==> config.mk <==
export PLATFORM = sky130hd
export DESIGN_NAME = ipv4_rx_classifier
export DESIGN_NICKNAME = d
export VERILOG_FILES = /design/src/rtl/ipv4rxc_pkg.sv /design/src/rtl/ipv4rxc_in_reg.sv /design/src/rtl/ipv4rxc_parser.sv /design/src/rtl/ipv4rxc_out_reg.sv /design/src/rtl/ipv4_rx_classifier.sv
export SDC_FILE = /design/constraint.sdc
export NUM_CORES = 1
export LEC_CHECK = 0
export BUFFER_PORTS_ARGS = -buffer_cell sky130_fd_sc_hd__buf_2
export CAP_MARGIN = 20
export CORE_AREA = 2 2 159 161
export CTS_CLUSTER_SIZE = 10
export DETAILED_ROUTE_END_ITERATION = 8
export DIE_AREA = 0 0 161 163
export GPL_TIMING_DRIVEN = 0
export PLACE_DENSITY = 0.79
export RECOVER_POWER = 25
export SLEW_MARGIN = 20
export SYNTH_ARGS = -nofsm -noshare
export SYNTH_HDL_FRONTEND = slang
export SYNTH_SLANG_ARGS = --single-unit
==> constraint.sdc <==
create_clock -name clock -period 11.45 [get_ports clock]
set_input_delay 2.29 -clock clock [delete_from_list [all_inputs] [get_ports clock]]
set_output_delay 2.29 -clock clock [all_outputs]
set_load 0.02 [all_outputs]
==> src/rtl/ipv4rxc_pkg.sv <==
// ----------------------------------------------------------------------------
// ipv4rxc_pkg
// Shared types and constants for the IPv4 receive classifier.
// ----------------------------------------------------------------------------
package ipv4rxc_pkg;

   // Verdict codes carried in the result
   typedef enum logic [2:0] {
      VERDICT_MALFORMED  = 3'd0,
      VERDICT_NO_HANDLER = 3'd1,
      VERDICT_ECHO_REQ   = 3'd2,
      VERDICT_ECHO_REP   = 3'd3,
      VERDICT_DHCP       = 3'd4,
      VERDICT_DNS        = 3'd5,
      VERDICT_TCP        = 3'd6
   } verdict_type;

   // Configuration register indexes
   localparam int unsigned CSR_INDEX_W = 2;
   localparam int unsigned CSR_DATA_W  = 32;
   localparam logic [CSR_INDEX_W-1:0] CSR_IFACE_UP   = 2'd0;
   localparam logic [CSR_INDEX_W-1:0] CSR_LOCAL_ADDR = 2'd1;
   localparam logic [CSR_INDEX_W-1:0] CSR_PING_IDENT = 2'd2;

   localparam logic [15:0] PING_IDENT_RESET = 16'h1234;

   // Header byte offsets
   localparam logic [15:0] OFS_VER_HLEN  = 16'd0;
   localparam logic [15:0] OFS_TOTAL_HI  = 16'd2;
   localparam logic [15:0] OFS_TOTAL_LO  = 16'd3;
   localparam logic [15:0] OFS_PROTOCOL  = 16'd9;
   localparam logic [15:0] OFS_SRC_FIRST = 16'd12;
   localparam logic [15:0] OFS_SRC_LAST  = 16'd15;
   localparam logic [15:0] OFS_DST_FIRST = 16'd16;
   localparam logic [15:0] OFS_DST_LAST  = 16'd19;

   // Layer-4 offsets relative to the end of the IPv4 header
   localparam logic [15:0] L4_OFS_TYPE    = 16'd0;
   localparam logic [15:0] L4_OFS_W2_HI   = 16'd2;
   localparam logic [15:0] L4_OFS_W2_LO   = 16'd3;
   localparam logic [15:0] L4_OFS_W4_HI   = 16'd4;
   localparam logic [15:0] L4_OFS_W4_LO   = 16'd5;

   localparam logic [15:0] MIN_HDR_LEN    = 16'd20;
   localparam logic [15:0] L4_HDR_LEN     = 16'd8;
   localparam logic [3:0]  IP_VERSION_4   = 4'd4;
   localparam logic [15:0] COUNT_MAX      = 16'hFFFF;

   localparam logic [7:0]  PROTO_ICMP     = 8'd1;
   localparam logic [7:0]  PROTO_TCP      = 8'd6;
   localparam logic [7:0]  PROTO_UDP      = 8'd17;
   localparam logic [7:0]  ICMP_ECHO_REQ  = 8'd8;
   localparam logic [7:0]  ICMP_ECHO_REP  = 8'd0;
   localparam logic [15:0] PORT_DHCP      = 16'd68;
   localparam logic [15:0] PORT_DNS       = 16'd53;
   localparam logic [15:0] PORT_DNS_ALT   = 16'd1053;

   localparam int unsigned RSP_DATA_W     = 72;

   // One received byte
   typedef struct packed {
      logic [7:0] data_byte;
      logic       last_byte;
   } beat_type;

   // Configuration registers
   typedef struct packed {
      logic        iface_up;
      logic [31:0] local_addr;
      logic [15:0] ping_ident;
   } csr_type;

   // One result
   typedef struct packed {
      verdict_type verdict;
      logic [31:0] source_addr;
      logic [15:0] payload_length;
      logic [15:0] udp_data_length;
   } rsp_type;

endpackage

==> src/rtl/ipv4rxc_in_reg.sv <==
// ----------------------------------------------------------------------------
// ipv4rxc_in_reg
// Input register for received bytes; holds a final byte while the result
// register is still occupied.
// ----------------------------------------------------------------------------
module ipv4rxc_in_reg (
   input  logic                 clock,
   input  logic                 reset,
   input  logic                 req_tvalid,
   output logic                 req_tready,
   input  logic [7:0]           req_tdata,   // [7:0] data_byte
   input  logic                 req_tlast,
   input  logic                 out_free,
   output logic                 fire,
   output ipv4rxc_pkg::beat_type beat
);

   logic                  valid_ff, valid_in;
   ipv4rxc_pkg::beat_type beat_ff, beat_in;
   logic                  accept;

   // Byte moves on unless it is a final byte facing a full result register
   assign fire       = valid_ff && (!beat_ff.last_byte || out_free);
   assign req_tready = !valid_ff || fire;
   assign accept     = req_tvalid && req_tready;
   assign beat       = beat_ff;

   always_comb begin
      valid_in = valid_ff;
      beat_in  = beat_ff;
      if (accept) begin
         valid_in            = 1'b1;
         beat_in.data_byte   = req_tdata;
         beat_in.last_byte   = req_tlast;
      end else if (fire) begin
         valid_in = 1'b0;
      end
   end

   always_ff @(posedge clock) begin
      if (reset) begin
         valid_ff <= 1'b0;
      end else begin
         valid_ff <= valid_in;
      end
   end

   always_ff @(posedge clock) begin
      beat_ff <= beat_in;
   end

endmodule

==> src/rtl/ipv4rxc_parser.sv <==
// ----------------------------------------------------------------------------
// ipv4rxc_parser
// Byte counter and header field capture; computes the verdict for the
// packet when its final byte passes.
// ----------------------------------------------------------------------------
module ipv4rxc_parser (
   input  logic                  clock,
   input  logic                  reset,
   input  logic                  fire,
   input  ipv4rxc_pkg::beat_type beat,
   input  ipv4rxc_pkg::csr_type  csr,
   output ipv4rxc_pkg::rsp_type  result
);

   logic [15:0] offset_ff, offset_in, count;
   logic [7:0]  vh_ff, vh_in, vh_cap;
   logic [15:0] tl_ff, tl_in, tl_cap;
   logic [7:0]  proto_ff, proto_in, proto_cap;
   logic [31:0] src_ff, src_in, src_cap;
   logic [31:0] dst_ff, dst_in, dst_cap;
   logic [7:0]  l4b0_ff, l4b0_in, l4b0_cap;
   logic [15:0] l4w2_ff, l4w2_in, l4w2_cap;
   logic [15:0] l4w4_ff, l4w4_in, l4w4_cap;

   logic [15:0] old_hlen, l4_rel;
   logic        l4_on;
   logic [15:0] hlen, plen;
   logic        malformed;

   // Received count, saturating
   assign count = (offset_ff == ipv4rxc_pkg::COUNT_MAX) ? ipv4rxc_pkg::COUNT_MAX
                                                        : offset_ff + 16'd1;

   // Header length as it stood before this byte
   assign old_hlen = {10'd0, vh_ff[3:0], 2'b00};
   assign l4_rel   = offset_ff - old_hlen;
   assign l4_on    = (old_hlen >= ipv4rxc_pkg::MIN_HDR_LEN) && (offset_ff >= old_hlen);

   // Field capture for the byte at the current offset
   always_comb begin
      vh_cap    = vh_ff;
      tl_cap    = tl_ff;
      proto_cap = proto_ff;
      src_cap   = src_ff;
      dst_cap   = dst_ff;
      l4b0_cap  = l4b0_ff;
      l4w2_cap  = l4w2_ff;
      l4w4_cap  = l4w4_ff;
      if (offset_ff == ipv4rxc_pkg::OFS_VER_HLEN) begin
         vh_cap = beat.data_byte;
      end else if (offset_ff == ipv4rxc_pkg::OFS_TOTAL_HI) begin
         tl_cap = {beat.data_byte, tl_ff[7:0]};
      end else if (offset_ff == ipv4rxc_pkg::OFS_TOTAL_LO) begin
         tl_cap = {tl_ff[15:8], beat.data_byte};
      end else if (offset_ff == ipv4rxc_pkg::OFS_PROTOCOL) begin
         proto_cap = beat.data_byte;
      end else if (offset_ff >= ipv4rxc_pkg::OFS_SRC_FIRST &&
                   offset_ff <= ipv4rxc_pkg::OFS_SRC_LAST) begin
         src_cap = {src_ff[23:0], beat.data_byte};
      end else if (offset_ff >= ipv4rxc_pkg::OFS_DST_FIRST &&
                   offset_ff <= ipv4rxc_pkg::OFS_DST_LAST) begin
         dst_cap = {dst_ff[23:0], beat.data_byte};
      end
      if (l4_on) begin
         if (l4_rel == ipv4rxc_pkg::L4_OFS_TYPE) begin
            l4b0_cap = beat.data_byte;
         end else if (l4_rel == ipv4rxc_pkg::L4_OFS_W2_HI) begin
            l4w2_cap = {beat.data_byte, l4w2_ff[7:0]};
         end else if (l4_rel == ipv4rxc_pkg::L4_OFS_W2_LO) begin
            l4w2_cap = {l4w2_ff[15:8], beat.data_byte};
         end else if (l4_rel == ipv4rxc_pkg::L4_OFS_W4_HI) begin
            l4w4_cap = {beat.data_byte, l4w4_ff[7:0]};
         end else if (l4_rel == ipv4rxc_pkg::L4_OFS_W4_LO) begin
            l4w4_cap = {l4w4_ff[15:8], beat.data_byte};
         end
      end
   end

   // Verdict from the fields including the current byte
   assign hlen = {10'd0, vh_cap[3:0], 2'b00};
   assign plen = tl_cap - hlen;
   assign malformed = (count < ipv4rxc_pkg::MIN_HDR_LEN) ||
                      (vh_cap[7:4] != ipv4rxc_pkg::IP_VERSION_4) ||
                      (hlen < ipv4rxc_pkg::MIN_HDR_LEN) ||
                      (tl_cap > count) || (tl_cap < hlen);

   always_comb begin
      result = '0;
      result.verdict = ipv4rxc_pkg::VERDICT_MALFORMED;
      if (!malformed) begin
         result.verdict        = ipv4rxc_pkg::VERDICT_NO_HANDLER;
         result.source_addr    = src_cap;
         result.payload_length = plen;
         if (proto_cap == ipv4rxc_pkg::PROTO_ICMP) begin
            if (plen >= ipv4rxc_pkg::L4_HDR_LEN) begin
               if (l4b0_cap == ipv4rxc_pkg::ICMP_ECHO_REQ && csr.iface_up &&
                   dst_cap == csr.local_addr) begin
                  result.verdict = ipv4rxc_pkg::VERDICT_ECHO_REQ;
               end else if (l4b0_cap == ipv4rxc_pkg::ICMP_ECHO_REP &&
                            l4w4_cap == csr.ping_ident) begin
                  result.verdict = ipv4rxc_pkg::VERDICT_ECHO_REP;
               end
            end
         end else if (proto_cap == ipv4rxc_pkg::PROTO_UDP) begin
            if (plen >= ipv4rxc_pkg::L4_HDR_LEN) begin
               if (l4w4_cap >= ipv4rxc_pkg::L4_HDR_LEN) begin
                  result.udp_data_length = l4w4_cap - ipv4rxc_pkg::L4_HDR_LEN;
               end
               if (l4w2_cap == ipv4rxc_pkg::PORT_DHCP) begin
                  result.verdict = ipv4rxc_pkg::VERDICT_DHCP;
               end else if (l4w2_cap == ipv4rxc_pkg::PORT_DNS_ALT ||
                            l4w2_cap == ipv4rxc_pkg::PORT_DNS) begin
                  result.verdict = ipv4rxc_pkg::VERDICT_DNS;
               end
            end
         end else if (proto_cap == ipv4rxc_pkg::PROTO_TCP) begin
            result.verdict = ipv4rxc_pkg::VERDICT_TCP;
         end
      end
   end

   // State update: capture on each byte, clear after the final byte
   always_comb begin
      offset_in = offset_ff;
      vh_in     = vh_ff;
      tl_in     = tl_ff;
      proto_in  = proto_ff;
      src_in    = src_ff;
      dst_in    = dst_ff;
      l4b0_in   = l4b0_ff;
      l4w2_in   = l4w2_ff;
      l4w4_in   = l4w4_ff;
      if (fire) begin
         if (beat.last_byte) begin
            offset_in = '0;
            vh_in     = '0;
            tl_in     = '0;
            proto_in  = '0;
            src_in    = '0;
            dst_in    = '0;
            l4b0_in   = '0;
            l4w2_in   = '0;
            l4w4_in   = '0;
         end else begin
            offset_in = count;
            vh_in     = vh_cap;
            tl_in     = tl_cap;
            proto_in  = proto_cap;
            src_in    = src_cap;
            dst_in    = dst_cap;
            l4b0_in   = l4b0_cap;
            l4w2_in   = l4w2_cap;
            l4w4_in   = l4w4_cap;
         end
      end
   end

   always_ff @(posedge clock) begin
      if (reset) begin
         offset_ff <= '0;
         vh_ff     <= '0;
         tl_ff     <= '0;
         proto_ff  <= '0;
         src_ff    <= '0;
         dst_ff    <= '0;
         l4b0_ff   <= '0;
         l4w2_ff   <= '0;
         l4w4_ff   <= '0;
      end else begin
         offset_ff <= offset_in;
         vh_ff     <= vh_in;
         tl_ff     <= tl_in;
         proto_ff  <= proto_in;
         src_ff    <= src_in;
         dst_ff    <= dst_in;
         l4b0_ff   <= l4b0_in;
         l4w2_ff   <= l4w2_in;
         l4w4_ff   <= l4w4_in;
      end
   end

endmodule

==> src/rtl/ipv4rxc_out_reg.sv <==
// ----------------------------------------------------------------------------
// ipv4rxc_out_reg
// Result register driving the response stream.
// ----------------------------------------------------------------------------
module ipv4rxc_out_reg (
   input  logic                                 clock,
   input  logic                                 reset,
   input  logic                                 load,
   input  ipv4rxc_pkg::rsp_type                 result,
   output logic                                 out_free,
   output logic                                 rsp_tvalid,
   input  logic                                 rsp_tready,
   output logic [ipv4rxc_pkg::RSP_DATA_W-1:0]   rsp_tdata
);

   logic                 valid_ff, valid_in;
   ipv4rxc_pkg::rsp_type data_ff, data_in;

   assign out_free   = !valid_ff || rsp_tready;
   assign rsp_tvalid = valid_ff;
   // Packed low to high: verdict, source_addr, payload_length, udp_data_length
   assign rsp_tdata  = {5'd0, data_ff.udp_data_length, data_ff.payload_length,
                        data_ff.source_addr, data_ff.verdict};

   always_comb begin
      valid_in = valid_ff;
      data_in  = data_ff;
      if (load) begin
         valid_in = 1'b1;
         data_in  = result;
      end else if (rsp_tready) begin
         valid_in = 1'b0;
      end
   end

   always_ff @(posedge clock) begin
      if (reset) begin
         valid_ff <= 1'b0;
      end else begin
         valid_ff <= valid_in;
      end
   end

   always_ff @(posedge clock) begin
      data_ff <= data_in;
   end

endmodule

==> src/rtl/ipv4_rx_classifier.sv <==
// ----------------------------------------------------------------------------
// ipv4_rx_classifier
// Classifies received IPv4 packets streamed one byte per transfer.
// ----------------------------------------------------------------------------
// Usage:
//   req_*  : one packet byte per transfer, starting at the IPv4 header;
//            req_tlast marks the final byte of the packet.
//   rsp_*  : one verdict transfer per packet, issued for the final byte.
//   csr_*  : register writes (iface_up, local_addr, ping_ident), taken at
//            any edge with csr_we high; write them only while idle.
// Throughput: one byte per cycle, except while a final byte waits on a held
//   result, through an input register and a result register with one level
//   of field capture and compare logic.
// Result path: the final byte enters the input register at its transfer edge;
//   the verdict enters the result register when that byte passes on.
// Reset: clears the byte counter and captured fields, empties both
//   registers, and sets iface_up = 0, local_addr = 0, ping_ident = 0x1234.
// Stall: a held result blocks the next final byte, and the input behind it;
//   earlier bytes keep flowing and are absorbed into the captured header state.
// ----------------------------------------------------------------------------
module ipv4_rx_classifier (
   input  logic                                    clock,
   input  logic                                    reset,
   input  logic                                    req_tvalid,
   output logic                                    req_tready,
   input  logic [7:0]                              req_tdata,   // [7:0] data_byte
   input  logic                                    req_tlast,
   output logic                                    rsp_tvalid,
   input  logic                                    rsp_tready,
   // [2:0] verdict, [34:3] source_addr, [50:35] payload_length,
   // [66:51] udp_data_length, [71:67] zero
   output logic [ipv4rxc_pkg::RSP_DATA_W-1:0]      rsp_tdata,
   input  logic                                    csr_we,
   input  logic [ipv4rxc_pkg::CSR_INDEX_W-1:0]     csr_index,
   input  logic [ipv4rxc_pkg::CSR_DATA_W-1:0]      csr_wdata
);

   ipv4rxc_pkg::csr_type  csr_ff, csr_in;
   ipv4rxc_pkg::beat_type beat;
   ipv4rxc_pkg::rsp_type  result;
   logic                  fire;
   logic                  out_free;

   // Configuration registers
   always_comb begin
      csr_in = csr_ff;
      if (csr_we) begin
         unique case (csr_index)
            ipv4rxc_pkg::CSR_IFACE_UP:   csr_in.iface_up   = csr_wdata[0];
            ipv4rxc_pkg::CSR_LOCAL_ADDR: csr_in.local_addr = csr_wdata;
            ipv4rxc_pkg::CSR_PING_IDENT: csr_in.ping_ident = csr_wdata[15:0];
            default: ;
         endcase
      end
   end

   always_ff @(posedge clock) begin
      if (reset) begin
         csr_ff.iface_up   <= 1'b0;
         csr_ff.local_addr <= '0;
         csr_ff.ping_ident <= ipv4rxc_pkg::PING_IDENT_RESET;
      end else begin
         csr_ff <= csr_in;
      end
   end

   ipv4rxc_in_reg u_in_reg (
      .clock      (clock),
      .reset      (reset),
      .req_tvalid (req_tvalid),
      .req_tready (req_tready),
      .req_tdata  (req_tdata),
      .req_tlast  (req_tlast),
      .out_free   (out_free),
      .fire       (fire),
      .beat       (beat)
   );

   ipv4rxc_parser u_parser (
      .clock  (clock),
      .reset  (reset),
      .fire   (fire),
      .beat   (beat),
      .csr    (csr_ff),
      .result (result)
   );

   ipv4rxc_out_reg u_out_reg (
      .clock      (clock),
      .reset      (reset),
      .load       (fire && beat.last_byte),
      .result     (result),
      .out_free   (out_free),
      .rsp_tvalid (rsp_tvalid),
      .rsp_tready (rsp_tready),
      .rsp_tdata  (rsp_tdata)
   );

`ifndef NO_ASSERTIONS
   // A final byte that passes always produces a result next cycle
   a_final_gives_result: assert property (@(posedge clock) disable iff (reset)
      fire && beat.last_byte |=> rsp_tvalid)
      else $error("final byte did not produce a result");

   // A final byte never passes into an occupied, stalled result register
   a_no_overwrite: assert property (@(posedge clock) disable iff (reset)
      rsp_tvalid && !rsp_tready |-> !(fire && beat.last_byte))
      else $error("result overwritten while stalled");

   // Verdict code seven is never produced
   a_verdict_range: assert property (@(posedge clock) disable iff (reset)
      rsp_tvalid |-> rsp_tdata[2:0] != 3'd7)
      else $error("verdict out of range");

   // Malformed packets carry all-zero fields
   a_malformed_zero: assert property (@(posedge clock) disable iff (reset)
      rsp_tvalid && rsp_tdata[2:0] == ipv4rxc_pkg::VERDICT_MALFORMED
      |-> rsp_tdata[66:3] == '0)
      else $error("malformed result carries nonzero fields");
`endif

endmodule
# --- After elaboration in Yosys (flattened, before gate mapping) ---
# Index checks and enable logic that the tools add are counted.
# W data, S select, Z words.
op_classes:
  add_sub_neg: 4
  order_cmp: 12
  n_eq_ne: 20
  n_mux: 54
  n_bitwise: 3
  reduce_logical: 30
ops:
  columns: ["op", "n"]
  rows:
  - ["$mux W32", 13]
  - ["$mux W16", 15]
  - ["$mux W8", 13]
  - ["$eq A16 B2 Y1 const B", 4]
  - ["$ge A16 B4 Y1 const B", 3]
  - ["$eq A16 B3 Y1 const B", 2]
  - ["$eq A32 B32 Y1", 1]
  - ["$logic_not A16 Y1", 2]
  - ["$sub A16 B6 Y16", 2]
  - ["$mux W3", 8]
  - ["$add A16 B1 Y16 const B", 1]
  - ["$eq A16 B11 Y1 const B", 1]
  - ["$eq A16 B16 Y1", 1]
  - ["$eq A16 B16 Y1 const B", 1]
  - ["$eq A16 B4 Y1 const B", 1]
  - ["$eq A16 B6 Y1 const B", 1]
  - ["$eq A16 B7 Y1 const B", 1]
  - ["$ge A16 B5 Y1 const B", 1]
  - ["$ge A16 B6 Y1", 1]
  - ["$gt A16 B16 Y1", 1]
  - ["$le A16 B4 Y1 const B", 1]
  - ["$le A16 B5 Y1 const B", 1]
  - ["$lt A16 B5 Y1 const B", 1]
  - ["$lt A16 B6 Y1", 1]
  - ["other kinds (21)", 46]
word_totals:
  reg_bits: 279
  inputBits: 48
  out_inout_bits: 74
  word_cells: 143

# --- Longest topological paths before layout ---
# Gate-level depths: netlist of the first run.
logic_depth:
  depth_word: 14
  ltp_mapped: 21
  ltp_nobuf: 19

# --- Hierarchy ---
# From an unflattened synthesis of the first run, not the netlist that was laid out.
hier_totals:
  cells_unflattened: 1683
  area_unflattened_um2: 14944.3
modules_own_cells:
  columns: ["mod", "n_inst", "cells_each", "area_each_um2", "seq_area_each_um2"]
  rows:
  - ["ipv4rxc_parser", 1, 1387, 10361.2, 3042.9]
  - ["ipv4_rx_classifier", 1, 203, 2140.8, 980.9]
  - ["ipv4rxc_out_reg", 1, 77, 2099.5, 2031.9]
  - ["ipv4rxc_in_reg", 1, 16, 342.8, 290.3]

# --- Least setup slack after synthesis of the first run ---
# No wires, ideal clock.
synth_path:
  kind: "input to output"
  startpoint: "input port rsp_tready"
  endpoint: "output port req_tready"
  arrival_ns: 2.714
  t_required_ns: 9.160
  slack_ns: 6.446
  stages: 2
  path_buffers: 0
  path_cell_list: "nor2b_1 nand3_1"
synth_between:
  elab_chain_cells: 4
synth_lines:
  columns: ["element", "line", "rtl"]
  rows:
  - ["start, declared", "ipv4_rx_classifier.sv:29", "input logic rsp_tready,"]
  - ["$logic_or A1 B1 Y1", "ipv4rxc_out_reg.sv:19", "assign out_free = !valid_ff || rsp_tready;"]
  - ["$logic_or A1 B1 Y1", "ipv4rxc_in_reg.sv:23", "assign fire = valid_ff && (!beat_ff.last_byte || out_free);"]
  - ["$logic_and A1 B1 Y1", "ipv4rxc_in_reg.sv:23", null]
  - ["$logic_or A1 B1 Y1", "ipv4rxc_in_reg.sv:24", "assign req_tready = !valid_ff || fire;"]
  - ["end, declared", "ipv4_rx_classifier.sv:25", "output logic req_tready,"]
# Every way passes these cells.

# --- Worst setup path in the final report of the first run ---
layout_path:
  startpoint: "register u_parser.offset_ff[8]"
  endpoint: "register u_out_reg.data_ff (netlist bit u_out_reg.rsp_tdata[1]) (data pin)"
layout_between:
  elab_chain_cells: 14
  word_cells_on_any_way: 77
  classes_between: "3 x add/sub; 10 x order compare; 16 x eq/ne; 35 x mux; 13 x reduce/logical"
layout_lines:
  columns: ["element", "line", "rtl"]
  rows:
  - ["start, declared", "ipv4rxc_parser.sv:15", "logic [15:0] offset_ff, offset_in, count;"]
  - ["start signal, assigned", "ipv4rxc_parser.sv:170", "offset_ff <= offset_in;"]
  - ["$sub A16 B6 Y16", "ipv4rxc_parser.sv:36", "assign l4_rel = offset_ff - old_hlen;"]
  - ["$eq A16 B3 Y1", "ipv4rxc_parser.sv:73", "end else if (l4_rel == ipv4rxc_pkg::L4_OFS_W4_LO) begin"]
  - ["$mux W8", "ipv4rxc_parser.sv:73", null]
  - ["$mux W16", "ipv4rxc_parser.sv:71", "end else if (l4_rel == ipv4rxc_pkg::L4_OFS_W4_HI) begin"]
  - ["$mux W16", "ipv4rxc_parser.sv:69", "end else if (l4_rel == ipv4rxc_pkg::L4_OFS_W2_LO) begin"]
  - ["$mux W16", "ipv4rxc_parser.sv:67", "end else if (l4_rel == ipv4rxc_pkg::L4_OFS_W2_HI) begin"]
  - ["$mux W16", "ipv4rxc_parser.sv:65", "if (l4_rel == ipv4rxc_pkg::L4_OFS_TYPE) begin"]
  - ["$mux W16", "ipv4rxc_parser.sv:64", "if (l4_on) begin"]
  - ["$eq A16 B16 Y1", "ipv4rxc_parser.sv:100", "l4w4_cap == csr.ping_ident) begin"]
  - ["$logic_and A1 B1 Y1", "ipv4rxc_parser.sv:99", "end else if (l4b0_cap == ipv4rxc_pkg::ICMP_ECHO_REP &&"]
  - ["$mux W2", "ipv4rxc_parser.sv:99", null]
  - ["$mux W3", "ipv4rxc_parser.sv:96", "if (l4b0_cap == ipv4rxc_pkg::ICMP_ECHO_REQ && csr.iface_up &&"]
  - ["$mux W3", "ipv4rxc_parser.sv:95", "if (plen >= ipv4rxc_pkg::L4_HDR_LEN) begin"]
  - ["$mux W3", "ipv4rxc_parser.sv:94", "if (proto_cap == ipv4rxc_pkg::PROTO_ICMP) begin"]
  - ["end signal, assigned", "ipv4rxc_out_reg.sv:45", "data_ff <= data_in;"]
  - ["end, declared", "ipv4rxc_out_reg.sv:17", "ipv4rxc_pkg::rsp_type data_ff, data_in;"]
# Parallel ways exist; a longest one is shown, timed or not.
# A chain may end at the register's enable or synchronous reset.

==> out/metrics.cfg, run 1 <==
[power_and_ir_drop]
p_int_mw = 1.63
report.power.total_mw = 2.17
power.density_mw_per_mm2 = 131
leakage_nw = 6.12
p_sw_uw = 537
combPwrFrac_pct = 7.2
clkPwrFrac_pct = 45.0
ir_drop_mv = 0.135
p_sw_share_pct = 24.8
pwr-share-seq_pct = 47.8

[final_layout]
layout_commonest_cell = nor2_1
final_cell_mix = 262 x nor2_1, 213 x nand2_1, 203 x dfxtp_1
fillerInstances = 2071
stdcell_area_mm2 = 0.0166
final_layout_size_suffix_gt1_share_pct = 10.6
antenna_cells = 0
final_nets = 1935
syn_to_final_growth_pct = 13.6

[placement]
portBuffers = 115
post-place-ws_ns = 5.61
hpwlAfterDp_mm = 34.5
gp_congestion = 0.974
placed_cell_area_mm2 = 0.0156

[critical_path]
cp.arrival_ns = 6.74
slowest_delay_ns = 0.91
cpMaxStageDelayCell = nor4_1
crit_required_ns = 11.81
start_kind = register
critical_path_class = register to register
critPathMaxFanout = 10
critPathCaptureType = register
critical_path.cell_chain = clkbuf_1 > nor4_1 > nand4_1 > nor2_1 > mux2i_1 > ha_1 > inv_1 > fa_1 > a21o_1 > a21oi_1 > nand4_1 > a22oi_1 > xnor2_1 > and4_1 > a31oi_1 > o2111ai_1 > nor4_1 > o21a_1

[sta]
setup_viol = 0
setup_slack_ns = 5.06
slew_headroom_pct = -104
hold_viol = 0
worst_pin_slew_ns = 3.06
grt_setup_unrepaired = no
min_period_over_period_pct = 55.8
layout_min_cycle_time_ns = 6.39
final.setup_skew_ns = 0.0211
clock.fmax_mhz = 157
finalSetupTns_ns = 0
drv_slew = 60

[status]
failed_checks = capacitance limit, slew limit
run_status = finished, violations left

[grt]
grt_overflow_total = 0
track_usage_pct = 35.6
grt_first_pass_wirelength_mm = 73.0
antenna_found_initial = 1
grt_pass1_vias = 13000
grt_max_degree = 60

[drt]
post_drt_wl_per_cell_um = 21.4
drc_errors = 0
drt_first_pass_iters = 6
wl_met1_mm = 18.4
wl_met2_mm = 21.1
viasPerCell = 6.34
dr.max_layer_used = met5
routed_wl_mm = 47.3
num_vias = 14000
dr_wl_met3_mm = 4.72
drt-initial-drc-count = 1833
ant_nets = 0

[synthesis]
postSynthCellCount = 1699
synth_enable_flop_cells = 76
synth_area_mm2 = 0.0146
synth_warnings = 0
ys_ff_latch = 279
async_reset_ff_share_pct = 0
yosysUniqueCellTypes = 81
syn_avg_cell_area_um2 = 8.58
ys_seq_area_share_pct = 43.5
synth_top_flop_cell = dfxtp_1

[clocking]
cts_root_buf = clkbuf_16
insertion_delay_ns = 0.53
postCtsHoldBufs = 0
htree_num_levels = 2
cts_buffers = 34
cts_resized = 0
cts_setup_buffers = 0
path_clk_slew_ns = 0.06
cts_tree = done
clockBufferDepth = 3
cts_sinks = 279

[floorplan]
rows = 58
die-height_um = 163
ioPinCount = 122
die_x_um = 161
die_area_mm2 = 0.0262
start_util_pct = 59.1
core_mm2 = 0.0247

[flow_run]
maxCapViolCount = 1

[hold_path]
hold_path_class = register to register

## cell type report
type | instances | area [um^2] | share of cell area, %
multi-input combinational | 1243 | 7510 | 45.4
sequential | 279 | 6350 | 38.3
clock buffer | 49 | 928 | 5.61
timing repair buffer | 117 | 578 | 3.49
buffer | 121 | 512 | 3.09
tap | 330 | 413 | 2.49
inverter | 60 | 225 | 1.36
clock inverter | 6 | 43.8 | 0.265
## flip-flops by register name, indices dropped and copies added, names as in the netlist, 8 cells and up
register and cells:
csr_ff 49, u_in_reg.beat 9, u_out_reg.rsp_tdata 67, u_parser.dst_ff 32, u_parser.l4b0_ff 8, u_parser.l4w2_ff 16, u_parser.l4w4_ff 16, u_parser.offset_ff 16
u_parser.proto_ff 8, u_parser.src_ff 32, u_parser.tl_ff 16, u_parser.vh_ff 8
## final timing paths
check	start	endpoint	slack (ns)	cells after the start
max	u_parser.offset_ff[8]$_SDFFE_PP0P_	u_out_reg.rsp_tdata[1]$_SDFFCE_PP0P_	5.06	18
min	u_parser.l4w2_ff[11]$_SDFFE_PP0P_	u_parser.l4w2_ff[11]$_SDFFE_PP0P_	0.46	2
max reg2reg	u_parser.offset_ff[8]$_SDFFE_PP0P_	u_out_reg.rsp_tdata[1]$_SDFFCE_PP0P_	5.06	18
min reg2reg	u_parser.l4w2_ff[11]$_SDFFE_PP0P_	u_parser.l4w2_ff[11]$_SDFFE_PP0P_	0.46	2
## logic make-up (layout without fill, tap and decap cells)
| kind of cell | count (synthesis) | count (layout) | synth area share [%] |
|---|---|---|---|
| buffers and inverters | 181 | 353 | 5.06 |
| multiplexers | 52 | 52 | 3.76 |
| XOR/XNOR | 65 | 65 | 3.91 |
| adder cells (fa/ha/maj) | 31 | 31 | 2.76 |
| AO/OA/AOI/OAI | 414 | 414 | 19.6 |
| other | 1 | 5 | 0.0257 |
| AND/OR/NAND/NOR | 676 | 676 | 21.3 |
| flip-flops | 279 | 279 | 43.5 |
## routing by layer
layer / vias to the layer above / track usage (%)
met5: - / 0
met4: 2 / 19.8
met3: 205 / 6.75
met2: 859 / 56.7
met1: 6537 / 46.0
li1: 6379 / -
## cell usage after synthesis, types with 6 or more instances
master,count,share of area (%)
or3_1,6,0.26
nor4_1,27,1.2
inv_1,60,1.5
and4_1,7,0.42
a2bb2oi_1,7,0.42
a31oi_1,7,0.30
clkbuf_1,103,2.7
nand3_1,28,0.96
ha_1,29,2.5
o22ai_1,15,0.64
or4_1,10,0.51
nand2b_1,8,0.34
nor3_1,27,0.93
nor2b_1,13,0.56
buf_4,7,0.36
buf_2,7,0.24
mux2_2,13,1.0
xnor2_1,37,2.2
and2_1,9,0.39
o2111ai_1,6,0.36
mux2i_1,36,2.5
a21o_1,7,0.36
nand2_1,213,5.5
nand3b_1,8,0.41
o211ai_1,6,0.31
a22oi_1,133,6.8
a21oi_1,128,4.4
o21a_1,11,0.57
nand4_1,11,0.47
xor2_1,28,1.7
edfxtp_1,76,16
o21ai_1,8,0.27
o21ai_0,26,0.89
and3_1,18,0.77
nor2_1,262,6.7
dfxtp_1,203,28
a211oi_1,10,0.51
## stage by stage
step / cells / utilization [%] / hold slack [ns]
3_5_place_dp: 2150 / 63.4 / 0.447
4_1_cts: 2205 / 67.3 / 0.457
6_report: 2205 / 67.1 / 0.460
3_3_place_gp: 2148 / 63.1 / 0.441
5_1_grt: 2205 / 67.1 / 0.483
2_1_floorplan: 1703 / - / 0.431
## critical path: cells and delay by family (launching register included)
kind,cells,cell delay (ns)
muxes,1,0.33
adders and majority gates,2,0.59
buffers and inverters,2,0.27
AOI/OAI and AO/OA,6,1.61
and+or+nand+nor,6,2.99
xor gates and xnor gates,1,0.13
DFF,1,0.30
## power groups by stage
stage               clock, mW  combinational [mW]  sequential [mW]
finish                  0.975               0.157             1.04
global placement            0               0.149             1.06
CTS                     0.974               0.153             1.04
global route             1.02               0.166             1.04
floorplan                   0              0.0898             1.06
detailed placement          0               0.153             1.06
No activity file was read; power rests on OpenSTA's default activity.
==> run 2: changes to the inputs <==
--- a/config.mk
+++ b/config.mk
@@ -7,12 +7,12 @@
 export LEC_CHECK = 0
 export BUFFER_PORTS_ARGS = -buffer_cell sky130_fd_sc_hd__buf_2
 export CAP_MARGIN = 20
-export CORE_AREA = 2 2 159 161
+export CORE_AREA = 2 2 166 168
 export CTS_CLUSTER_SIZE = 10
 export DETAILED_ROUTE_END_ITERATION = 8
-export DIE_AREA = 0 0 161 163
+export DIE_AREA = 0 0 168 170
 export GPL_TIMING_DRIVEN = 0
-export PLACE_DENSITY = 0.79
+export PLACE_DENSITY = 0.77
 export RECOVER_POWER = 25
 export SLEW_MARGIN = 20
 export SYNTH_ARGS = -nofsm -noshare
==> constraint.sdc (replaced) <==
create_clock -name clock -period 5.6 [get_ports clock]
set_input_delay 1.12 -clock clock [delete_from_list [all_inputs] [get_ports clock]]
set_output_delay 1.12 -clock clock [all_outputs]
set_load 0.02 [all_outputs]
==> run 2 against run 1 <==
The run now ends clean; largest power group unchanged; register-to-register slack lost 4.9 ns; die area grew 8.8%; hold slack improved by 0.012 ns; sequential share of layout area is 0.31 points lower; first-iteration DRC count is 1.7% higher; critical path depth decreased by 4; maximum frequency increased by 18%; sequential cell count unchanged; clock-buffer cell count increased by 5.
==> out/metrics.cfg, run 2 (synthesized netlist as in run 1, its figures left out) <==
[status]
run_status = finished, final reports clean

[floorplan]
die_x_um = 168
rows = 60
die-height_um = 170
start_util_pct = 54.7
core_mm2 = 0.0267
ioPinCount = 122
die_area_mm2 = 0.0286

[clocking]
cts_sinks = 279
cts_tree = done
cts_buffers = 34
clockBufferDepth = 3
insertion_delay_ns = 0.54
cts_root_buf = clkbuf_16
htree_num_levels = 2
path_clk_slew_ns = 0.06

[power_and_ir_drop]
leakage_nw = 6.06
power.density_mw_per_mm2 = 269
p_sw_share_pct = 25.2
clkPwrFrac_pct = 45.4
p_sw_mw = 1.13
ir_drop_mv = 0.208
report.power.total_mw = 4.49
combPwrFrac_pct = 7.3
pwr-share-seq_pct = 47.3
p_int_mw = 3.35

[sta]
drv_slew = 0
setup_slack_ns = 0.167
hold_ws_ns = 0.472
hold_viol = 0
layout_min_cycle_time_ns = 5.43
final.setup_skew_ns = 0.0295
min_period_over_period_pct = 97.0
clock.fmax_mhz = 184
worst_pin_slew_ns = 1.09
slew_headroom_pct = 27.4
setup_viol = 0

[critical_path]
cp.arrival_ns = 5.82
critPathMaxFanout = 10
critical_path.cell_chain = clkbuf_1 > clkbuf_1 > mux2_2 > ha_1 > a21o_1 > a21oi_1 > nand4_1 > a22oi_1 > xnor2_1 > and4_1 > a31oi_1 > o2111ai_1 > nor4_4 > o21a_1
slowest_delay_ns = 0.86
cp_common_cell = clkbuf_1
cpMaxStageDelayCell = clkbuf_1
critPathBufInv = 2
crit_required_ns = 5.99
crit_family = compound AO/OA/AOI/OAI gates
start_kind = register
critical_path_class = register to register
critPathCaptureType = register

[final_layout]
layout_commonest_cell = nor2_1
multi_input_area_mm2 = 0.00759
stdcell_area_mm2 = 0.0167
largest_register_ffs = 67
final_cell_mix = 261 x nor2_1, 213 x nand2_1, 203 x dfxtp_1
final_layout_size_suffix_gt1_share_pct = 9.53
syn_to_final_growth_pct = 14.5
fin_util_pct = 62.6
fillerInstances = 2331
final_nets = 1935
seq_area_mm2 = 0.00635

[grt]
grt_pass1_vias = 13100
track_usage_pct = 32.9
grt_max_degree = 62
grt_overflow_total = 0
antenna_found_initial = 0
grt_first_pass_wirelength_mm = 73.1

[hold_path]
hold_path_class = register to register

[placement]
gp_congestion = 0.981
placed_cell_area_mm2 = 0.0156
hpwlAfterDp_mm = 34.9
post-place-ws_ns = -0.181
portBuffers = 115

[drt]
ant_nets = 0
drc_errors = 0
drt_first_pass_iters = 7
num_vias = 13900
drt-initial-drc-count = 1864
viasPerCell = 6.27
routed_wl_mm = 48.2
post_drt_wl_per_cell_um = 21.7

[flow_run]
maxCapViolCount = 0

[run 2: worst reg2reg max path, delay by kind of cell, from the launching register on]
family | cells | cell delay, ns
and+or+nand+nor | 3 | 0.87
xor gates and xnor gates | 1 | 0.12
muxes | 1 | 0.37
adders and majority gates | 1 | 0.28
DFF | 1 | 0.40
buffers and inverters | 2 | 1.56
AOI/OAI and AO/OA | 6 | 1.67
[run 2: power groups by stage]
stage / combinational (mW) / clock [mW] / sequential [mW]
5_1_grt: 0.346 / 2.13 / 2.12
3_3_place_gp: 0.309 / 0 / 2.16
4_1_cts: 0.318 / 2.05 / 2.12
2_1_floorplan: 0.184 / 0 / 2.17
3_5_place_dp: 0.316 / 0 / 2.16
6_report: 0.328 / 2.04 / 2.12
[run 2: metal layers]
| layer | GRT usage, % | part of all wire, % | vias up |
|---|---|---|---|
| li1 | - | - | 6377 |
| met1 | 41.0 | 39 | 6516 |
| met2 | 53.3 | 45 | 817 |
| met3 | 6.70 | 10 | 213 |
| met4 | 19.5 | 6.1 | 0 |
| met5 | 0 | 0 | - |
[run 2: cell type report]
| cell class | count | area share, % |
|---|---|---|
| Tap cell | 341 | 2.56 |
| Antenna cell | 1 | 0.0150 |
| Multi-Input combinational cell | 1243 | 45.5 |
| Sequential cell | 279 | 38.0 |
| Clock inverter | 4 | 0.397 |
| Clock buffer | 54 | 5.67 |
| Buffer | 121 | 3.13 |
| Inverter | 60 | 1.35 |
| Timing Repair Buffer | 117 | 3.38 |
[run 2: repair_timing]
item | 4_1_cts | 5_1_grt
gates cloned | 0 | 0
setup endpoints to repair | 33 | 49
hold buffers | 0 | 0
gates resized for setup | 3 | 23
setup buffers | 0 | 0
pin swaps | 0 | 1
[run 2: worst paths after layout]
check | start | end | slack (ns) | depth (start not counted)
hold reg to reg | u_parser.l4w2_ff[11]$_SDFFE_PP0P_ | u_parser.l4w2_ff[11]$_SDFFE_PP0P_ | 0.47 | 2
hold / removal | u_parser.l4w2_ff[11]$_SDFFE_PP0P_ | u_parser.l4w2_ff[11]$_SDFFE_PP0P_ | 0.47 | 2
setup / recovery | u_in_reg.beat[5]$_DFFE_PP_ | u_out_reg.rsp_tdata[1]$_SDFFCE_PP0P_ | 0.17 | 14
setup reg to reg | u_in_reg.beat[5]$_DFFE_PP_ | u_out_reg.rsp_tdata[1]$_SDFFCE_PP0P_ | 0.17 | 14
[run 2: metrics by stage]
step / TNS [ns] / std cells
5_1_grt: -0.000321 / 2219
3_3_place_gp: -1.07 / 2159
2_1_floorplan: 0 / 1703
4_1_cts: 0 / 2219
6_report: 0 / 2220
3_5_place_dp: -2.01 / 2161
